$ cat config.mk
export PLATFORM = sky130hd
export DESIGN_NAME = hls_lightness_adjust
export DESIGN_NICKNAME = d
export VERILOG_FILES = /design/src/hlsla_pkg.sv /design/src/hlsla_div.sv /design/src/hls_lightness_adjust.sv
export SDC_FILE = /design/constraint.sdc
export NUM_CORES = 2
export LEC_CHECK = 0
export BUFFER_PORTS_ARGS = -buffer_cell sky130_fd_sc_hd__buf_2
export CORE_UTILIZATION = 45
export CTS_CLUSTER_SIZE = 14
export DETAILED_ROUTE_END_ITERATION = 8
export PLACE_DENSITY_LB_ADDON = 0.2
export SLEW_MARGIN = 5
export SYNTH_ARGS = -nofsm -noshare
export SYNTH_HDL_FRONTEND = slang
export SYNTH_SLANG_ARGS = --single-unit
$ cat constraint.sdc
create_clock -name aclk -period 39.9 [get_ports aclk]
set_input_delay 3.99 -clock aclk [delete_from_list [all_inputs] [get_ports aclk]]
set_output_delay 3.99 -clock aclk [all_outputs]
set_load 0.02 [all_outputs]
$ cat src/hlsla_pkg.sv
`timescale 1ns / 1ps

package hlsla_pkg;

    localparam int HLS_TOP  = 240;
    localparam int RGB_TOP  = 255;
    localparam int GRAY_HUE = 160;
    localparam int DIV_QW   = 8;

    localparam logic OP_DARKEN  = 1'b0;
    localparam logic OP_LIGHTEN = 1'b1;

    typedef struct packed {
        logic       operation;
        logic [7:0] amount;
        logic [7:0] red_in;
        logic [7:0] green_in;
        logic [7:0] blue_in;
        logic [7:0] alpha_in;
    } in_t;

    typedef struct packed {
        logic [7:0] red_out;
        logic [7:0] green_out;
        logic [7:0] blue_out;
        logic [7:0] alpha_out;
    } out_t;

    // floor(x / 240) for x < 2^17: floor(floor(x / 16) / 15) by reciprocal
    function automatic logic [8:0] div240(input logic [16:0] x);
        logic [12:0] y;
        logic [26:0] p;
        y = x[16:4];
        p = 27'(y) * 27'(14'd8739);
        return p[25:17];
    endfunction

    // floor(x / 40) for x < 2^14: floor(floor(x / 8) / 5) by reciprocal
    function automatic logic [7:0] div40(input logic [13:0] x);
        logic [10:0] y;
        logic [21:0] p;
        y = x[13:3];
        p = 22'(y) * 22'(11'd1639);
        return p[20:13];
    endfunction

    // floor(x / 510) for quotients below 256: floor(floor(x / 2) / 255),
    // with y / 255 = (y + (y >> 8) + 1) >> 8 for y < 2^16
    function automatic logic [7:0] div510(input logic [16:0] x);
        logic [16:0] t;
        t = 17'(x[16:1]) + 17'(x[16:9]) + 17'd1;
        return t[15:8];
    endfunction

endpackage

$ cat src/hlsla_div.sv
`timescale 1ns / 1ps

module hlsla_div #(
    parameter int DW = 16,
    parameter int VW = 9,
    parameter int QW = hlsla_pkg::DIV_QW
) (
    input  logic          aclk,
    input  logic          en,
    input  logic [DW-1:0] dividend,
    input  logic [VW-1:0] divisor,
    output logic [QW-1:0] quotient
);

    localparam int W = (DW > VW + QW) ? DW : VW + QW;

    logic [W-1:0]  rem_reg [QW];
    logic [VW-1:0] dv_reg  [QW];
    logic [QW-1:0] q_reg   [QW];

    always_ff @(posedge aclk) begin
        if (en) begin
            rem_reg[0] <= W'(dividend);
            dv_reg[0]  <= divisor;
        end
    end

    // one quotient bit per stage, most significant first
    for (genvar k = 0; k < QW; k++) begin : g_stage
        logic [W-1:0]  shd;
        logic          ge;
        logic [QW-1:0] qin;

        assign shd = W'(dv_reg[k]) << (QW - 1 - k);
        assign ge  = rem_reg[k] >= shd;

        if (k == 0) begin : g_first
            assign qin = '0;
        end else begin : g_rest
            assign qin = q_reg[k-1];
        end

        always_ff @(posedge aclk) begin
            if (en) begin
                q_reg[k] <= {qin[QW-2:0], ge};
            end
        end

        if (k < QW - 1) begin : g_fwd
            logic [W-1:0] rem_next;
            assign rem_next = ge ? rem_reg[k] - shd : rem_reg[k];
            always_ff @(posedge aclk) begin
                if (en) begin
                    rem_reg[k+1] <= rem_next;
                    dv_reg[k+1]  <= dv_reg[k];
                end
            end
        end
    end

    assign quotient = q_reg[QW-1];

endmodule

$ cat src/hls_lightness_adjust.sv
`timescale 1ns / 1ps

// Lightness adjust on one RGBA pixel per clock unless the output stalls: RGB to HLS on a
// 0..240 scale, lightness lowered (darken) or raised (lighten) by amount with clamping, then
// back to RGB; alpha passes through. Fully pipelined: a transaction may be accepted every
// cycle while s_ready is high. The pipeline is the input register, the 9-stage pipelined
// dividers (operand register plus one quotient bit per stage, for saturation and the three
// hue terms; lightness comes from a reciprocal in the input stage and rides alongside)
// and six stages of hue, lightness and channel arithmetic. s_ready drops only while the
// output register holds a result that is not taken.

module hls_lightness_adjust (
    input  logic              aclk,
    input  logic              aresetn,
    input  logic              s_valid,
    output logic              s_ready,
    input  hlsla_pkg::in_t    s_data,
    output logic              m_valid,
    input  logic              m_ready,
    output hlsla_pkg::out_t   m_data
);

    localparam int QW      = hlsla_pkg::DIV_QW;
    localparam int DIV_LAT = QW + 1;
    localparam int NST     = DIV_LAT + 7;

    localparam logic [1:0] SEG_RISE = 2'd0;
    localparam logic [1:0] SEG_HIGH = 2'd1;
    localparam logic [1:0] SEG_FALL = 2'd2;
    localparam logic [1:0] SEG_LOW  = 2'd3;

    typedef struct packed {
        logic       operation;
        logic [7:0] amount;
        logic [7:0] alpha;
        logic [7:0] lum;
        logic       r_is_hi;
        logic       g_is_hi;
        logic       gray;
    } side_t;

    logic             adv;
    logic [NST-1:0]   v_reg;

    assign adv     = !v_reg[NST-1] || m_ready;
    assign s_ready = adv;
    assign m_valid = v_reg[NST-1];

    always_ff @(posedge aclk) begin
        if (!aresetn) begin
            v_reg <= '0;
        end else if (adv) begin
            v_reg <= {v_reg[NST-2:0], s_valid};
        end
    end

    // stage 0: input register
    hlsla_pkg::in_t in_reg;

    always_ff @(posedge aclk) begin
        if (adv) begin
            in_reg <= s_data;
        end
    end

    logic [7:0]  hi, lo, dif;
    logic [8:0]  sum, sat_dv;
    logic [16:0] lum_dvd;
    logic [15:0] sat_dvd;
    logic [13:0] rd_dvd, gd_dvd, bd_dvd;
    side_t       side_next;

    always_comb begin
        hi = (in_reg.red_in > in_reg.green_in) ? in_reg.red_in : in_reg.green_in;
        lo = (in_reg.red_in < in_reg.green_in) ? in_reg.red_in : in_reg.green_in;
        if (in_reg.blue_in > hi) begin
            hi = in_reg.blue_in;
        end
        if (in_reg.blue_in < lo) begin
            lo = in_reg.blue_in;
        end
        dif     = hi - lo;
        sum     = {1'b0, hi} + {1'b0, lo};
        lum_dvd = 17'(sum) * 17'd240 + 17'd255;
        // lightness <= 120 exactly when hi + lo <= 256
        sat_dv  = (sum <= 9'd256) ? sum : 9'd510 - sum;
        sat_dvd = 16'(dif) * 16'd240 + 16'(sat_dv >> 1);
        rd_dvd  = 14'(hi - in_reg.red_in) * 14'd40 + 14'(dif >> 1);
        gd_dvd  = 14'(hi - in_reg.green_in) * 14'd40 + 14'(dif >> 1);
        bd_dvd  = 14'(hi - in_reg.blue_in) * 14'd40 + 14'(dif >> 1);
        side_next.operation = in_reg.operation;
        side_next.amount    = in_reg.amount;
        side_next.alpha     = in_reg.alpha_in;
        side_next.lum       = hlsla_pkg::div510(lum_dvd);
        side_next.r_is_hi   = in_reg.red_in == hi;
        side_next.g_is_hi   = in_reg.green_in == hi;
        side_next.gray      = hi == lo;
    end

    logic [QW-1:0] sat_q, rd_q, gd_q, bd_q;

    hlsla_div #(.DW(16), .VW(9), .QW(QW)) u_div_sat (
        .aclk(aclk), .en(adv), .dividend(sat_dvd), .divisor(sat_dv), .quotient(sat_q)
    );
    hlsla_div #(.DW(14), .VW(8), .QW(QW)) u_div_rd (
        .aclk(aclk), .en(adv), .dividend(rd_dvd), .divisor(dif), .quotient(rd_q)
    );
    hlsla_div #(.DW(14), .VW(8), .QW(QW)) u_div_gd (
        .aclk(aclk), .en(adv), .dividend(gd_dvd), .divisor(dif), .quotient(gd_q)
    );
    hlsla_div #(.DW(14), .VW(8), .QW(QW)) u_div_bd (
        .aclk(aclk), .en(adv), .dividend(bd_dvd), .divisor(dif), .quotient(bd_q)
    );

    side_t side_reg [DIV_LAT];

    always_ff @(posedge aclk) begin
        if (adv) begin
            side_reg[0] <= side_next;
            for (int i = 1; i < DIV_LAT; i++) begin
                side_reg[i] <= side_reg[i-1];
            end
        end
    end

    // stage E: hue and adjusted lightness
    side_t            sd;
    logic signed [9:0] hue_raw;
    logic [8:0]        lum_sum;
    logic [7:0]        hue_next, lum_next, sat_next;
    logic [7:0]        e_hue_reg, e_lum_reg, e_sat_reg, e_alpha_reg;

    always_comb begin
        sd = side_reg[DIV_LAT-1];
        if (sd.r_is_hi) begin
            hue_raw = $signed(10'(bd_q)) - $signed(10'(gd_q));
        end else if (sd.g_is_hi) begin
            hue_raw = 10'sd80 + $signed(10'(rd_q)) - $signed(10'(bd_q));
        end else begin
            hue_raw = 10'sd160 + $signed(10'(gd_q)) - $signed(10'(rd_q));
        end
        if (hue_raw < 0) begin
            hue_raw = hue_raw + 10'sd240;
        end
        if (hue_raw > 10'sd240) begin
            hue_raw = hue_raw - 10'sd240;
        end
        hue_next = hue_raw[7:0];
        lum_sum  = 9'(sd.lum) + 9'(sd.amount);
        if (sd.operation == hlsla_pkg::OP_LIGHTEN) begin
            lum_next = (lum_sum > 9'd240) ? 8'd240 : lum_sum[7:0];
        end else begin
            lum_next = (sd.lum < sd.amount) ? 8'd0 : sd.lum - sd.amount;
        end
        sat_next = sd.gray ? 8'd0 : sat_q;
    end

    always_ff @(posedge aclk) begin
        if (adv) begin
            e_hue_reg   <= hue_next;
            e_lum_reg   <= lum_next;
            e_sat_reg   <= sat_next;
            e_alpha_reg <= sd.alpha;
        end
    end

    // stage F: products for m2 and for the gray level
    logic [16:0] f_prod_reg;
    logic [15:0] f_gray_reg;
    logic        f_low_reg;
    logic [7:0]  f_lum_reg, f_sat_reg, f_hue_reg, f_alpha_reg;

    always_ff @(posedge aclk) begin
        if (adv) begin
            f_low_reg   <= e_lum_reg <= 8'd120;
            f_prod_reg  <= (e_lum_reg <= 8'd120)
                         ? 17'(e_lum_reg) * (17'd240 + 17'(e_sat_reg))
                         : 17'(e_lum_reg) * 17'(e_sat_reg);
            f_gray_reg  <= (16'(e_lum_reg) << 8) - 16'(e_lum_reg);
            f_lum_reg   <= e_lum_reg;
            f_sat_reg   <= e_sat_reg;
            f_hue_reg   <= e_hue_reg;
            f_alpha_reg <= e_alpha_reg;
        end
    end

    // stage G: m1, m2 and the three hue offsets
    logic [8:0] q_m2, m2_next, m1_next, gray_q, hr_sum;
    logic [7:0] hr_next, hb_next;
    logic [7:0] g_m1_reg, g_m2_reg, g_gray_reg, g_alpha_reg;
    logic [7:0] g_h_reg [3];
    logic       g_flat_reg;

    always_comb begin
        q_m2    = hlsla_pkg::div240(f_prod_reg + 17'd120);
        m2_next = f_low_reg ? q_m2 : 9'(f_lum_reg) + 9'(f_sat_reg) - q_m2;
        m1_next = (9'(f_lum_reg) << 1) - m2_next;
        gray_q  = hlsla_pkg::div240(17'(f_gray_reg));
        hr_sum  = 9'(f_hue_reg) + 9'd80;
        hr_next = (hr_sum > 9'd240) ? 8'(hr_sum - 9'd240) : hr_sum[7:0];
        hb_next = (f_hue_reg < 8'd80) ? f_hue_reg + 8'd160 : f_hue_reg - 8'd80;
    end

    always_ff @(posedge aclk) begin
        if (adv) begin
            g_m1_reg    <= m1_next[7:0];
            g_m2_reg    <= m2_next[7:0];
            g_gray_reg  <= gray_q[7:0];
            g_flat_reg  <= f_sat_reg == 8'd0;
            g_h_reg[0]  <= hr_next;
            g_h_reg[1]  <= f_hue_reg;
            g_h_reg[2]  <= hb_next;
            g_alpha_reg <= f_alpha_reg;
        end
    end

    // stage H: segment of the hue ramp and interpolation product
    logic [13:0] h_prod_reg [3];
    logic [1:0]  h_seg_reg  [3];
    logic [7:0]  h_m1_reg, h_m2_reg, h_gray_reg, h_alpha_reg;
    logic        h_flat_reg;
    logic [1:0]  seg_next  [3];
    logic [7:0]  t_next    [3];

    always_comb begin
        for (int c = 0; c < 3; c++) begin
            if (g_h_reg[c] < 8'd40) begin
                seg_next[c] = SEG_RISE;
                t_next[c]   = g_h_reg[c];
            end else if (g_h_reg[c] < 8'd120) begin
                seg_next[c] = SEG_HIGH;
                t_next[c]   = 8'd0;
            end else if (g_h_reg[c] < 8'd160) begin
                seg_next[c] = SEG_FALL;
                t_next[c]   = 8'd160 - g_h_reg[c];
            end else begin
                seg_next[c] = SEG_LOW;
                t_next[c]   = 8'd0;
            end
        end
    end

    always_ff @(posedge aclk) begin
        if (adv) begin
            for (int c = 0; c < 3; c++) begin
                h_seg_reg[c]  <= seg_next[c];
                h_prod_reg[c] <= 14'(g_m2_reg - g_m1_reg) * 14'(t_next[c]);
            end
            h_m1_reg    <= g_m1_reg;
            h_m2_reg    <= g_m2_reg;
            h_gray_reg  <= g_gray_reg;
            h_flat_reg  <= g_flat_reg;
            h_alpha_reg <= g_alpha_reg;
        end
    end

    // stage I: channel level on the 0..240 scale
    logic [7:0] i_c_reg [3];
    logic [7:0] i_gray_reg, i_alpha_reg;
    logic       i_flat_reg;
    logic [7:0] c_next  [3];

    always_comb begin
        for (int c = 0; c < 3; c++) begin
            case (h_seg_reg[c])
                SEG_RISE, SEG_FALL: begin
                    c_next[c] = h_m1_reg + hlsla_pkg::div40(h_prod_reg[c] + 14'd20);
                end
                SEG_HIGH: c_next[c] = h_m2_reg;
                default:  c_next[c] = h_m1_reg;
            endcase
        end
    end

    always_ff @(posedge aclk) begin
        if (adv) begin
            for (int c = 0; c < 3; c++) begin
                i_c_reg[c] <= c_next[c];
            end
            i_gray_reg  <= h_gray_reg;
            i_flat_reg  <= h_flat_reg;
            i_alpha_reg <= h_alpha_reg;
        end
    end

    // stage J: rescale to 0..255, output register
    logic [8:0]      o_q  [3];
    logic [7:0]      o_c  [3];
    hlsla_pkg::out_t out_next;
    hlsla_pkg::out_t out_reg;

    always_comb begin
        for (int c = 0; c < 3; c++) begin
            o_q[c] = hlsla_pkg::div240((17'(i_c_reg[c]) << 8) - 17'(i_c_reg[c]) + 17'd120);
            if (i_flat_reg) begin
                o_c[c] = i_gray_reg;
            end else begin
                o_c[c] = (o_q[c] > 9'd255) ? 8'd255 : o_q[c][7:0];
            end
        end
        out_next.red_out   = o_c[0];
        out_next.green_out = o_c[1];
        out_next.blue_out  = o_c[2];
        out_next.alpha_out = i_alpha_reg;
    end

    always_ff @(posedge aclk) begin
        if (adv) begin
            out_reg <= out_next;
        end
    end

    assign m_data = out_reg;

endmodule

==> metrics.md <==
| Metric | Value |
|---|---|
| Startpoint of the most critical register-to-register path | `in_reg[17]` |
| Arrival time of data at the critical path endpoint | `11770 ps` |
| Die footprint | `0.2045 mm2` |
| Number of filler cells placed in the layout | `17820` |
| Routability congestion estimate from global placement | `0.8858` |
| Cell mode on critical path | `sky130_fd_sc_hd__ha_1` |
| Area growth syn-to-layout | `9.380%` |
| Clock tree from TritonCTS | `yes` |
| Area of the placeable core | `0.2005 mm2` |
| Dominant synthesized flop cell | `sky130_fd_sc_hd__edfxtp_1` |
| Part of the cycle the worst path needs | `28.22%` |
| Setup tns final | `0 ps` |
| Via-to-Cell Ratio | `5.176` |
| Crit path launch | `in_reg[17]` |
| Post-synth top area cell | `sky130_fd_sc_hd__edfxtp_1` |
| Largest cells by area after synthesis | `sky130_fd_sc_hd__edfxtp_1 (42%), sky130_fd_sc_hd__ha_1 (17%), sky130_fd_sc_hd__fa_1 (11%), sky130_fd_sc_hd__inv_1 (4.7%), sky130_fd_sc_hd__xnor2_1 (3.6%)` |
| Number of max-cap violations | `0` |
| Synth Instances | `7986` |
| Clock root cell | `sky130_fd_sc_hd__clkbuf_16` |
| Final setup skew | `41.73 ps` |
| Antenna violation net count after detailed routing | `0` |
| Sum of overflow across all layers after global routing | `0` |
| Number of antenna violations at the first check in global routing | `2` |
| Number of core rows | `164` |
| Run status | `complete, no violations` |
| Combined global-route utilization of all metal layers | `18.58%` |
| Die Y | `452.2 um` |
| Register area | `0.03861 mm2` |
| Top Family by Delay on Critical Path | `compound AO/OA/AOI/OAI gates` |
| Proportion of netlist area held by the largest area contributor | `41.98%` |
| Crit start category | `flop` |
| Post-synthesis instance area | `0.09119 mm2` |
| Mean cell area of the mapped netlist | `11.42 um2` |
| Flop and latch count out of synthesis | `1291` |
| Crit. End Element | `flop` |
| Top cell types by occurrence after synthesis | `sky130_fd_sc_hd__edfxtp_1 (1275), sky130_fd_sc_hd__ha_1 (1205), sky130_fd_sc_hd__inv_1 (1147), sky130_fd_sc_hd__nor2_1 (501), sky130_fd_sc_hd__fa_1 (479)` |
| Max-Slew Margin vs Limit | `11.03%` |
| Final routed wire length divided by cell count | `17.11 um` |
| Worst-path maximum fanout | `15` |
| Net count, final | `9914` |
| Critical hold path startpoint | `side_reg[0][213]` |
| Maximum clock path buffer count | `3` |
| CTS Hold Bufs | `0` |
| Count leader, synth | `sky130_fd_sc_hd__edfxtp_1` |
| Area of the multi-input gates | `0.04802 mm2` |
| Buffers inserted by post-CTS timing repair | `0` |
| Clock H-tree levels | `4` |
| Setup violation total in the final timing report | `0` |
| Worst-skew pair later-pin latency | `790 ps` |
| Via count of the first global-routing pass | `58840` |
| Post-Route Hold Slack | `410.2 ps` |
| Classification of the worst-slack hold path | `reg -> reg` |
| Share of synthesized area occupied by flip-flops and latches | `42.33%` |
| Initial standard-cell utilization of the core | `45.49%` |
| Detailed-routing iteration count for the pre-antenna-repair pass | `5` |
| Count of clock tree sinks | `1291` |
| Final number of hold-violating endpoints | `0` |
| Fmax | `88.83 MHz` |
| Via count of the routed design | `56740` |
| Max FFs per register | `252` |
| Slowest stage delay, CP | `580 ps` |
| Setup slack on the worst flop-to-flop path | `28640 ps` |
| Layout cell share with drive strength beyond 1 | `4.914%` |
| Die Width | `452.2 um` |
| Count of buffering cells on the critical path with inverters included | `6` |
| First-pass GRT wire length | `305400 um` |
| Final routed DRC violation total | `0` |
| Slew of the pin with the lowest slew margin | `1325 ps` |
| Largest net degree at the start of global routing | `195` |
| Fraction of registers with async set/reset | `0%` |
| Clock-pin slew of the registers on the worst-case setup and hold paths | `60 ps` |
| Count of flip-flops with a built-in enable after synthesis | `1275` |
| Critical-path top delay cell | `sky130_fd_sc_hd__o21ai_1` |
| RSZ-0062 raised after global routing | `false` |
| Number of synthesis warnings | `0` |
| Post-route minimum period | `11260 ps` |
| Starting DRT DRC Count | `2954` |
| Total detailed-routing wirelength | `187500 um` |
| Buffers added on ports | `78` |
| Count of unique library cells instantiated by Yosys | `87` |
| Top-level I/O count | `79` |
| # resized after CTS | `0` |
| Start-to-end type of the worst setup path | `reg -> reg` |
| DP Wirelength | `147500 um` |
| Number of buffers added by the clock tree synthesis step | `148` |
| Data required time at the worst endpoint | `40410 ps` |
| Fin. max-slew vios | `0` |
[metal layers]
layer	routed length, um	track usage (%)	up-vias
li1	-	-	28210
met1	81460	22.91	27450
met2	93590	33.14	807
met3	5666	2.345	283
met4	6798	6.758	0
met5	0	0	-
[area by class of cell]
type	count	share of cell area [%]
multi-input combinational	5480	48.14
clock buffer	169	3.813
timing repair buffer	117	0.7100
inverter	1147	4.324
clock inverter	99	0.9696
tap	2656	3.332
sequential	1291	38.70
antenna	3	0.007526
[cell usage in the layout (no fill, tap or decap), types with 141 or more instances in the layout]
master,count
sky130_fd_sc_hd__a21o_1,175
sky130_fd_sc_hd__a21oi_1,422
sky130_fd_sc_hd__clkbuf_16,149
sky130_fd_sc_hd__edfxtp_1,1275
sky130_fd_sc_hd__fa_1,479
sky130_fd_sc_hd__ha_1,1205
sky130_fd_sc_hd__inv_1,1146
sky130_fd_sc_hd__nand2_1,387
sky130_fd_sc_hd__nand2b_1,141
sky130_fd_sc_hd__nor2_1,501
sky130_fd_sc_hd__o21ai_0,318
sky130_fd_sc_hd__xnor2_1,371
sky130_fd_sc_hd__xor2_1,246
[worst paths after layout]
| path | to | cells past startpoint |
|---|---|---|
| max reg2reg | side_reg[0][6] | 49 |
| min | side_reg[0][241] | 0 |
| min reg2reg | side_reg[0][241] | 0 |
| max | side_reg[0][6] | 49 |
[worst register-to-register path: cells and delay by family, from the launching register on]
kind / cells / cell delay [ps]
compound gates: 18 / 4100
xor+xnor: 3 / 840
fa+ha+maj: 10 / 3410
buf+inv: 6 / 490
flops: 1 / 440
mux: 2 / 650
simple gates: 10 / 1080
[cell families (layout without fill, tap and decap cells)]
logic type | after synthesis | in the layout | synth area share [%]
adder cells (fa/ha/maj) | 1685 | 1685 | 27.06
buffers and inverters | 1255 | 1532 | 5.179
flip-flops | 1291 | 1291 | 42.33
other | 2 | 45 | 0.008235
XOR/XNOR | 617 | 617 | 5.926
AND/OR/NAND/NOR | 1703 | 1703 | 9.158
AO/OA/AOI/OAI | 1317 | 1317 | 9.010
multiplexers | 116 | 116 | 1.325
[through the flow]
stage	cells	utilization [%]	cell area [um2]	worst slack (ps)
floorplan	8026	-	91350	15530
global placement	10690	47.37	94970	28590
detailed placement	10690	47.37	94970	28650
CTS	10960	49.75	99740	28620
global route	10960	49.75	99750	27520
finish	10960	49.76	99750	28640
Power is not shown: default switching activity piles up to over one toggle a cycle in this logic, so the estimate is an artifact.
